### src/rrd_pkg.sv
`timescale 1ns / 1ps

package rrd_pkg;

	// Largest block count a request may ask for
	localparam int unsigned BLOCK_LIMIT = 16;

	// Header and body layout
	localparam int unsigned ID_LEN       = 8;
	localparam int unsigned HDR_SOURCE   = 13;
	localparam int unsigned HDR_INV_LO   = 14;
	localparam int unsigned HDR_INV_HI   = 15;
	localparam int unsigned HDR_LEN_LO   = 16;
	localparam int unsigned HDR_LEN_HI   = 17;
	localparam int unsigned HDR_LAST     = 19;
	localparam int unsigned BODY_ERR_LO  = 6;
	localparam int unsigned BODY_ERR_HI  = 7;
	localparam int unsigned BODY_CNT_LO  = 8;
	localparam int unsigned BODY_CNT_HI  = 9;
	localparam int unsigned BODY_MIN     = 8;
	localparam int unsigned BODY_MIN_CNT = 10;

	// Frame status codes
	localparam logic [3:0] ST_BUSY       = 4'd0;
	localparam logic [3:0] ST_OK         = 4'd1;
	localparam logic [3:0] ST_BAD_ID     = 4'd2;
	localparam logic [3:0] ST_BAD_SOURCE = 4'd3;
	localparam logic [3:0] ST_BAD_INVOKE = 4'd4;
	localparam logic [3:0] ST_SHORT      = 4'd5;
	localparam logic [3:0] ST_DEV_ERR    = 4'd6;
	localparam logic [3:0] ST_COUNT      = 4'd7;
	localparam logic [3:0] ST_OVERRUN    = 4'd8;

	localparam logic [7:0] SOURCE_RESET = 8'd17;

	// Eight-byte company id at the head of every response
	function automatic logic [7:0] company_tag(input logic [2:0] idx);
		logic [7:0] t;
		unique case (idx)
			3'd0: t = 8'h4C;
			3'd1: t = 8'h53;
			3'd2: t = 8'h49;
			3'd3: t = 8'h53;
			3'd4: t = 8'h2D;
			3'd5: t = 8'h58;
			3'd6: t = 8'h47;
			3'd7: t = 8'h54;
		endcase
		return t;
	endfunction

	// One result word
	typedef struct packed {
		logic [7:0] data_byte;
		logic       data_valid;
		logic [3:0] block_index;
		logic       block_last;
		logic       block_empty;
		logic       frame_done;
		logic [3:0] status;
	} result_t;

endpackage

### src/read_response_deframer_core.sv
`timescale 1ns / 1ps

// Channel  | Direction | Contents
// s_axis   | in        | tdata: rx_byte, expected_invoke, expected_blocks; tuser: frame_start
// m_axis   | out       | tdata: data_byte, block_index, status; tuser: data_valid,
//          |           |   block_empty, frame_done; tlast: block_last
// cfg      | in        | cfg_wr_en / cfg_wr_data: server_source
//
// One result word per input word; a word is accepted every cycle.
// Each accepted byte goes through the parser in the cycle it is taken and the
// result lands in the output register, so it appears on m_axis in the next cycle.
// The input stalls only when the output register is full and m_axis_tready is low.
// arst_n clears the parser to idle and sets server_source to 17.
module read_response_deframer_core (
	input  logic        clk,
	input  logic        arst_n,
	input  logic        s_axis_tvalid,
	output logic        s_axis_tready,
	input  logic [31:0] s_axis_tdata,   // [7:0] rx_byte, [23:8] expected_invoke,
	                                    // [28:24] expected_blocks, [31:29] zero
	input  logic [0:0]  s_axis_tuser,   // [0] frame_start
	output logic        m_axis_tvalid,
	input  logic        m_axis_tready,
	output logic [15:0] m_axis_tdata,   // [7:0] data_byte, [11:8] block_index, [15:12] status
	output logic [2:0]  m_axis_tuser,   // [0] data_valid, [1] block_empty, [2] frame_done
	output logic        m_axis_tlast,   // block_last
	input  logic        cfg_wr_en,
	input  logic [7:0]  cfg_wr_data
);
	import rrd_pkg::*;

	localparam logic [1:0] PH_IDLE   = 2'd0;
	localparam logic [1:0] PH_HEADER = 2'd1;
	localparam logic [1:0] PH_BODY   = 2'd2;
	localparam logic [1:0] PH_DATA   = 2'd3;

	// Parser state
	logic [7:0]  server_source_q;
	logic [1:0]  phase_q;
	logic [4:0]  header_pos_q;
	logic [15:0] body_length_q;
	logic [15:0] body_pos_q;
	logic [7:0]  held_low_q;
	logic [15:0] invoke_q;
	logic [4:0]  blocks_wanted_q;
	logic [4:0]  blocks_seen_q;
	logic [15:0] block_left_q;
	logic        len_high_q;

	// Output register
	logic        out_valid_q;
	result_t     out_q;

	// Input fields
	logic [7:0]  rx_byte;
	logic        frame_start;
	logic [15:0] expected_invoke;
	logic [4:0]  expected_blocks;
	logic        accept;

	assign rx_byte         = s_axis_tdata[7:0];
	assign expected_invoke = s_axis_tdata[23:8];
	assign expected_blocks = s_axis_tdata[28:24];
	assign frame_start     = s_axis_tuser[0];

	assign s_axis_tready = !out_valid_q || m_axis_tready;
	assign accept        = s_axis_tvalid && s_axis_tready;

	// State as seen by this byte (a frame start restarts the frame)
	logic [1:0]  cur_phase;
	logic [4:0]  cur_hpos;
	logic [15:0] cur_blen;
	logic [15:0] cur_bpos;
	logic [15:0] cur_inv;
	logic [4:0]  cur_want;
	logic [4:0]  cur_seen;
	logic [15:0] cur_left;
	logic        cur_len_high;

	always_comb begin
		if (frame_start) begin
			cur_phase    = PH_HEADER;
			cur_hpos     = '0;
			cur_blen     = '0;
			cur_bpos     = '0;
			cur_inv      = expected_invoke;
			cur_want     = expected_blocks;
			cur_seen     = '0;
			cur_left     = '0;
			cur_len_high = 1'b0;
		end else begin
			cur_phase    = phase_q;
			cur_hpos     = header_pos_q;
			cur_blen     = body_length_q;
			cur_bpos     = body_pos_q;
			cur_inv      = invoke_q;
			cur_want     = blocks_wanted_q;
			cur_seen     = blocks_seen_q;
			cur_left     = block_left_q;
			cur_len_high = len_high_q;
		end
	end

	// Next state and result for this byte
	logic [1:0]  nxt_phase;
	logic [4:0]  nxt_hpos;
	logic [15:0] nxt_blen;
	logic [15:0] nxt_bpos;
	logic [7:0]  nxt_held;
	logic [4:0]  nxt_seen;
	logic [15:0] nxt_left;
	logic        nxt_len_high;
	result_t     res;

	logic [16:0] next_pos;
	logic [17:0] end_pos;
	logic [15:0] word;
	logic [4:0]  seen_inc;
	logic [15:0] left_dec;
	logic        want_bad;

	assign next_pos = {1'b0, cur_bpos} + 17'd1;
	assign word     = {rx_byte, held_low_q};
	assign end_pos  = {1'b0, next_pos} + {2'b00, word};
	assign seen_inc = cur_seen + 5'd1;
	assign left_dec = cur_left - 16'd1;
	assign want_bad = (cur_want == 5'd0) || (32'(cur_want) > BLOCK_LIMIT);

	always_comb begin
		nxt_phase    = cur_phase;
		nxt_hpos     = cur_hpos;
		nxt_blen     = cur_blen;
		nxt_bpos     = cur_bpos;
		nxt_held     = held_low_q;
		nxt_seen     = cur_seen;
		nxt_left     = cur_left;
		nxt_len_high = cur_len_high;
		res          = '0;

		unique case (cur_phase)
			PH_IDLE: begin
			end

			PH_HEADER: begin
				nxt_hpos = cur_hpos + 5'd1;
				if (32'(cur_hpos) < ID_LEN) begin
					if (rx_byte != company_tag(cur_hpos[2:0])) begin
						res.frame_done = 1'b1;
						res.status     = ST_BAD_ID;
						nxt_phase      = PH_IDLE;
					end
				end else if (32'(cur_hpos) == HDR_SOURCE) begin
					if (rx_byte != server_source_q) begin
						res.frame_done = 1'b1;
						res.status     = ST_BAD_SOURCE;
						nxt_phase      = PH_IDLE;
					end
				end else if (32'(cur_hpos) == HDR_INV_LO || 32'(cur_hpos) == HDR_LEN_LO) begin
					nxt_held = rx_byte;
				end else if (32'(cur_hpos) == HDR_INV_HI) begin
					if (word != cur_inv) begin
						res.frame_done = 1'b1;
						res.status     = ST_BAD_INVOKE;
						nxt_phase      = PH_IDLE;
					end
				end else if (32'(cur_hpos) == HDR_LEN_HI) begin
					nxt_blen = word;
				end else if (32'(cur_hpos) >= HDR_LAST) begin
					if (32'(cur_blen) < BODY_MIN) begin
						res.frame_done = 1'b1;
						res.status     = ST_SHORT;
						nxt_phase      = PH_IDLE;
					end else begin
						nxt_phase    = PH_BODY;
						nxt_bpos     = '0;
						nxt_seen     = '0;
						nxt_len_high = 1'b0;
					end
				end
			end

			PH_BODY: begin
				nxt_bpos = next_pos[15:0];
				if (32'(cur_bpos) < BODY_ERR_LO) begin
				end else if (32'(cur_bpos) == BODY_ERR_LO || 32'(cur_bpos) == BODY_CNT_LO) begin
					nxt_held = rx_byte;
				end else if (32'(cur_bpos) == BODY_ERR_HI) begin
					if (word != 16'd0) begin
						res.frame_done = 1'b1;
						res.status     = ST_DEV_ERR;
						nxt_phase      = PH_IDLE;
					end else if (32'(cur_blen) < BODY_MIN_CNT) begin
						res.frame_done = 1'b1;
						res.status     = ST_SHORT;
						nxt_phase      = PH_IDLE;
					end
				end else if (32'(cur_bpos) == BODY_CNT_HI) begin
					if (want_bad || word != {11'd0, cur_want}) begin
						res.frame_done = 1'b1;
						res.status     = ST_COUNT;
						nxt_phase      = PH_IDLE;
					end else if (next_pos >= {1'b0, cur_blen}) begin
						res.frame_done = 1'b1;
						res.status     = ST_OVERRUN;
						nxt_phase      = PH_IDLE;
					end else begin
						nxt_len_high = 1'b0;
					end
				end else if (!cur_len_high) begin
					// low byte of a block length
					nxt_held     = rx_byte;
					nxt_len_high = 1'b1;
					if (next_pos >= {1'b0, cur_blen}) begin
						res.frame_done = 1'b1;
						res.status     = ST_OVERRUN;
						nxt_phase      = PH_IDLE;
					end
				end else begin
					// high byte of a block length
					nxt_len_high = 1'b0;
					if (end_pos > {2'b00, cur_blen}) begin
						res.frame_done = 1'b1;
						res.status     = ST_OVERRUN;
						nxt_phase      = PH_IDLE;
					end else if (word == 16'd0) begin
						res.block_empty = 1'b1;
						res.block_index = cur_seen[3:0];
						nxt_seen        = seen_inc;
						if (seen_inc == cur_want) begin
							res.frame_done = 1'b1;
							res.status     = ST_OK;
							nxt_phase      = PH_IDLE;
						end else if (next_pos >= {1'b0, cur_blen}) begin
							res.frame_done = 1'b1;
							res.status     = ST_OVERRUN;
							nxt_phase      = PH_IDLE;
						end
					end else begin
						nxt_left  = word;
						nxt_phase = PH_DATA;
					end
				end
			end

			PH_DATA: begin
				nxt_bpos        = next_pos[15:0];
				res.data_byte   = rx_byte;
				res.data_valid  = 1'b1;
				res.block_index = cur_seen[3:0];
				nxt_left        = left_dec;
				if (left_dec == 16'd0) begin
					res.block_last = 1'b1;
					nxt_seen       = seen_inc;
					nxt_phase      = PH_BODY;
					nxt_len_high   = 1'b0;
					if (seen_inc == cur_want) begin
						res.frame_done = 1'b1;
						res.status     = ST_OK;
						nxt_phase      = PH_IDLE;
					end else if (next_pos >= {1'b0, cur_blen}) begin
						res.frame_done = 1'b1;
						res.status     = ST_OVERRUN;
						nxt_phase      = PH_IDLE;
					end
				end
			end
		endcase
	end

	// Configuration register
	always_ff @(posedge clk or negedge arst_n) begin
		if (!arst_n) begin
			server_source_q <= SOURCE_RESET;
		end else if (cfg_wr_en) begin
			server_source_q <= cfg_wr_data;
		end
	end

	// Parser state update
	always_ff @(posedge clk or negedge arst_n) begin
		if (!arst_n) begin
			phase_q         <= PH_IDLE;
			header_pos_q    <= '0;
			body_length_q   <= '0;
			body_pos_q      <= '0;
			held_low_q      <= '0;
			invoke_q        <= '0;
			blocks_wanted_q <= '0;
			blocks_seen_q   <= '0;
			block_left_q    <= '0;
			len_high_q      <= 1'b0;
		end else if (accept) begin
			phase_q         <= nxt_phase;
			header_pos_q    <= nxt_hpos;
			body_length_q   <= nxt_blen;
			body_pos_q      <= nxt_bpos;
			held_low_q      <= nxt_held;
			invoke_q        <= cur_inv;
			blocks_wanted_q <= cur_want;
			blocks_seen_q   <= nxt_seen;
			block_left_q    <= nxt_left;
			len_high_q      <= nxt_len_high;
		end
	end

	// Output register valid
	always_ff @(posedge clk or negedge arst_n) begin
		if (!arst_n) begin
			out_valid_q <= 1'b0;
		end else if (accept) begin
			out_valid_q <= 1'b1;
		end else if (m_axis_tready) begin
			out_valid_q <= 1'b0;
		end
	end

	// Output register payload
	always_ff @(posedge clk) begin
		if (accept) begin
			out_q <= res;
		end
	end

	assign m_axis_tvalid = out_valid_q;
	assign m_axis_tdata  = {out_q.status, out_q.block_index, out_q.data_byte};
	assign m_axis_tuser  = {out_q.frame_done, out_q.block_empty, out_q.data_valid};
	assign m_axis_tlast  = out_q.block_last;

endmodule

### config.mk
export PLATFORM = sky130hd
export DESIGN_NAME = read_response_deframer_core
export DESIGN_NICKNAME = d
export VERILOG_FILES = /design/src/rrd_pkg.sv /design/src/read_response_deframer_core.sv
export SDC_FILE = /design/constraint.sdc
export NUM_CORES = 1
export LEC_CHECK = 0
export BUFFER_PORTS_ARGS = -buffer_cell sky130_fd_sc_hd__buf_2
export CAP_MARGIN = 10
export CORE_ASPECT_RATIO = 1.5
export CORE_MARGIN = 5
export CORE_UTILIZATION = 61
export CTS_CLUSTER_DIAMETER = 40
export DETAILED_ROUTE_END_ITERATION = 12
export PLACE_DENSITY = 0.8
export SLEW_MARGIN = 20
export SYNTH_ARGS = -nofsm -noshare
export SYNTH_HDL_FRONTEND = slang
export SYNTH_SLANG_ARGS = --single-unit
### constraint.sdc
create_clock -name clk -period 10.7 [get_ports clk]
set_clock_uncertainty 0.05 [all_clocks]
set_input_delay 1.605 -clock clk [delete_from_list [all_inputs] [get_ports clk]]
set_output_delay 1.605 -clock clk [all_outputs]
set_load 0.005 [all_outputs]
==> results <==
- The run finished with clean final reports.
- The most common cell in the synthesized netlist is dfrtp_1.
- The highest attainable clock frequency is 0.1323 GHz.
- The worst setup path is of the in2reg kind.
- The share of Yosys cell area claimed by the top area cell type is 0.2491.
- The count of boundary I/O pins is 68.
- Routability-driven placement finished with a final weighted congestion of 1.064.
- The clock root buffer is clkbuf_16.
- The synthesized netlist occupies a cell area of 0.009744 sq mm.
- In this run the static leakage power is 0.004586 uW.
- In this run the deepest clock path goes through 2 buffers.
- The number of maximum-capacitance violations is 0.
- STA classifies the critical path endpoint as a flip-flop.
- The synthesized-area fraction occupied by adder cells is 0.08166.
- The detail-routed net length per standard cell is 21.52 microns.
- The number of global-route vias before repair is 8992.
- Among all flip-flop cells after synthesis, the most frequent one is dfrtp_1.
- The number of nets in the synthesized netlist is 1250.
- In this run, synthesis inferred 20 flip-flops with an integrated enable.
- Setup violations remaining at the end of the flow were counted as 0.
- Entering global routing, the biggest net connects between 60 and 70 pins.
- Ranked by instance count, the synthesized netlist is headed by dfrtp_1, nand2_1, o21ai_0, a21oi_1, nor2_1.
- The multiplexer share of the synthesized area is 0.08012.
- The non-filler instance count after layout is around 1400.
- The CTS tree is built.
- The post-CTS setup buffer count is 0.
- The worst-case headroom to the max-slew limit is 0.2733.
- The part of the total power dissipated in sequential elements is 0.351.
- After synthesis, the share of flip-flops with an asynchronous set or reset is 0.8319.
- The data required time at the worst endpoint is 10.97 ns.
- The DRC violation count after routing is 0.
- The final count of hold timing violations is 0.
- The count of synthesis-stage warnings from yosys is 0.
- The antenna violation net count after detailed routing is 0.
- Of all cell types, the one taking the most synthesized area is dfrtp_1.
- The initial utilization of the core area, before any placement, comes to 0.6209.
- The number of sinks on the clock net is 119.
- The aggregate global routing overflow is 0.
- In this run the horizontal extent of the chip is 113.2 microns.
- The cell count after synthesis came out at 1141.
- In this run the worst path has a maximum fanout of 29.
- The switching power as a share of total power is 0.3929.
- Sorting the synthesized cells by area gives the leading types as dfrtp_1, ha_1, edfxtp_1.
- The total internal power is 1151 uW.
- Synthesis inferred 119 register bits.
- The number of filler instances in the final layout is 1274.
- The HPWL after detailed placement is a little over 20000 microns.
- For this block, the initial DRC count from the detailed router was 876.
- Of the total synthesized cell area, the portion taken by XOR and XNOR cells is 0.05752.
- The die is 164.8 microns tall.
- In the global route stage, overall resource usage came out at 0.3260.
- The share of total power dissipated in combinational logic is 0.345.
- At the end of the flow, the number of nets in the layout was 1269.
- The synthesized area divided by synthesized cell count is 8.540 sq um.
- The clock tree synthesis step divided the H-tree into 4 levels.
- The post-CTS resize count is 0.
- The area of the die is 0.01865 sq mm.
- At the worst endpoint, the arrival time is between 7 and 8 ns.
- The repair_antennas step left the layout with diodes totalling 0.
- IR analysis of the VDD net gives a maximum drop of 150.9 uV.
- The number of antenna violations at the first check in global routing is 0.
- The final total negative setup slack is 0 ns.
- For this run, the register share of the synthesized area comes to 0.3161.
- The first-pass GRT wire length is between 40000 and 50000 microns.
- The complex-gate fraction of the synthesized area is 0.2083.
- The later-pin clock latency in the skew report is 0.44 ns.
- After synthesis, the largest family of logic cells by area is simple AND/OR/NAND/NOR gates.
- The via density per instance is 6.663.
- The quantity of I/O buffers inserted on ports is 64.
- Hold repair after CTS inserted 0 buffers.
- Of the total power, the clock network draws 0.304.
- The switching power is 745.1 uW.
- The row count is 56.
- Total power for the finished layout comes to 1896 uW.
- The post-synthesis to final-layout area growth is 9.785%.
- The clock period could shrink to 7.559 ns.
- The first TritonRoute pass finished after 6 iterations.
- Of the total synthesized cell area, the portion taken by AND, OR, NAND and NOR gates is 0.2117.
- Setup repair after global routing left no endpoint under its margin.
- The slew of the pin with the lowest slew margin is 1.090 ns.
- The total power density per cell area is 177.3 mW/mm^2.
- The startpoint type of the worst setup path is an input port.
- The number of buffers created by CTS is 17.
- The class of the most critical hold timing path is reg2reg.
- The count of pins over their slew limit is 0.
- The wire length after detailed routing is 29610 microns.
- Clock-pin slew was measured on the worst setup and hold paths at 0.06 ns.
- The fraction of final layout cells sized beyond drive strength 1 is 0.1390.
- The distinct cell type count of the synthesized netlist is 72.
- The number of cells in the design after placement is about 1300.
- The number of vias after detailed routing is 9168.
- Of the available clock period, the critical path in the final layout requires 0.7064.
- The standard cell core area is 0.01570 sq mm.
==> path summary, 6_finish.rpt <==
check | slack, ns | cells past startpoint | endpoint | start
worst max-delay path | 3.14 | 24 | block_left_q[7] | s_axis_tuser
worst min-delay path | 0.44 | 2 | blocks_wanted_q[1] | blocks_wanted_q[1]
worst max register to register | 3.90 | 23 | block_left_q[7] | body_pos_q[0]
worst min register to register | 0.44 | 2 | blocks_wanted_q[1] | blocks_wanted_q[1]
max in group asynchronous | 8.30 | 2 | blocks_wanted_q[0] | arst_n
min in group asynchronous | 1.15 | 1 | body_length_q[10] | arst_n
==> logic make-up after synthesis <==
family / after synthesis
and+or+nand+nor: 397
AOI/OAI and AO/OA: 314
DFF: 119
buffers and inverters: 111
muxes: 73
xor gates and xnor gates: 64
adders and majority gates: 63
==> layout make-up <==
class,count,area [sq um],share of cell area
multi-input cells,911,6233,0.5827
flip-flops and latches,119,3080,0.2880
clock buffers,20,467.9,0.04374
repair buffers,76,415.4,0.03883
well taps,203,254.0,0.02374
inverters,35,131.4,0.01228
clock inverters,12,115.1,0.01076
==> per-stage QoR <==
step	setup slack, ns	cell area, sq um	hold WS [ns]	utilization
floorplan	2.698	9744	0.3992	-
CTS	3.338	10690	0.4406	0.6814
global route	2.729	10700	0.4635	0.6816
finish	3.141	10700	0.4366	0.6816
global placement	2.958	10110	0.4153	0.6442
detailed placement	2.943	10110	0.4278	0.6442
==> critical path, stage by stage <==
cell	delay (ns)
buf_4	0.21
nor2b_1	0.46
nand3_1	0.29
nor2_1	0.28
and3_1	0.27
nand2_1	0.11
xnor2_1	0.36
ha_1	0.35
and3_1	0.23
a311oi_1	0.66
o21bai_1	0.13
a21oi_1	0.20
xnor2_1	0.09
ha_1	0.32
nand4_1	0.13
nor4_1	0.25
inv_1	0.09
a31oi_1	0.18
o211ai_1	0.14
nor3_2	0.18
buf_4	0.25
nand2_1	0.37
a31o_2	0.38
a221o_1	0.29
==> per-layer routing <==
layer | track usage | part of all wire | vias up
li1 | - | - | 4247
met1 | 0.3739 | 0.36 | 4295
met2 | 0.5461 | 0.48 | 455
met3 | 0.05938 | 0.072 | 171
met4 | 0.2302 | 0.081 | 0
met5 | 0 | 0 | -
==> cell usage in the layout, fill, tap and decap left out, drive strengths merged, types with 7 or more instances in the layout <==
master  synthesis  routed
a31oi           9       9
dfrtp          97      97
a22oi          11      11
mux2           40      40
xnor2          46      46
ha             62      62
nand4          17      17
nand3          25      25
mux2i          33      33
nor4           25      25
nand2b         33      33
a22o           16      16
o21bai          7       7
a21oi          75      75
and3           21      21
or3             9       9
nor2           70      70
o211ai          9       9
xor2           18      18
edfxtp         20      20
o21a            8       8
inv            35      39
and2           10      10
or4             7       7
nor3           35      35
o21ai          92      92
buf            16      76
nand2          94      94
nor2b          29      29
a21o           14      14
o22ai           9       9
clkbuf         60      20
==> registers in the layout, indices dropped and copies added, names as in the netlist <==
name and flops:
blocks_seen_q 5, held_low_q 8, len_high_q 1, header_pos_q 5
body_length_q 16, invoke_q 16, block_left_q 16, m_axis_tvalid 1
phase_q 2, blocks_wanted_q 5, m_axis_tuser 3, server_source_q 8
m_axis_tlast 1, m_axis_tdata 16, body_pos_q 16
==> power by group through the flow <==
stage	logic, uW	registers (uW)	clock network [uW]
global placement	616	662	0
finish	654	666	576
detailed placement	632	667	0
floorplan	530	579	0
global route	724	672	601
CTS	643	659	579
No activity file was read; power rests on OpenSTA's default activity.
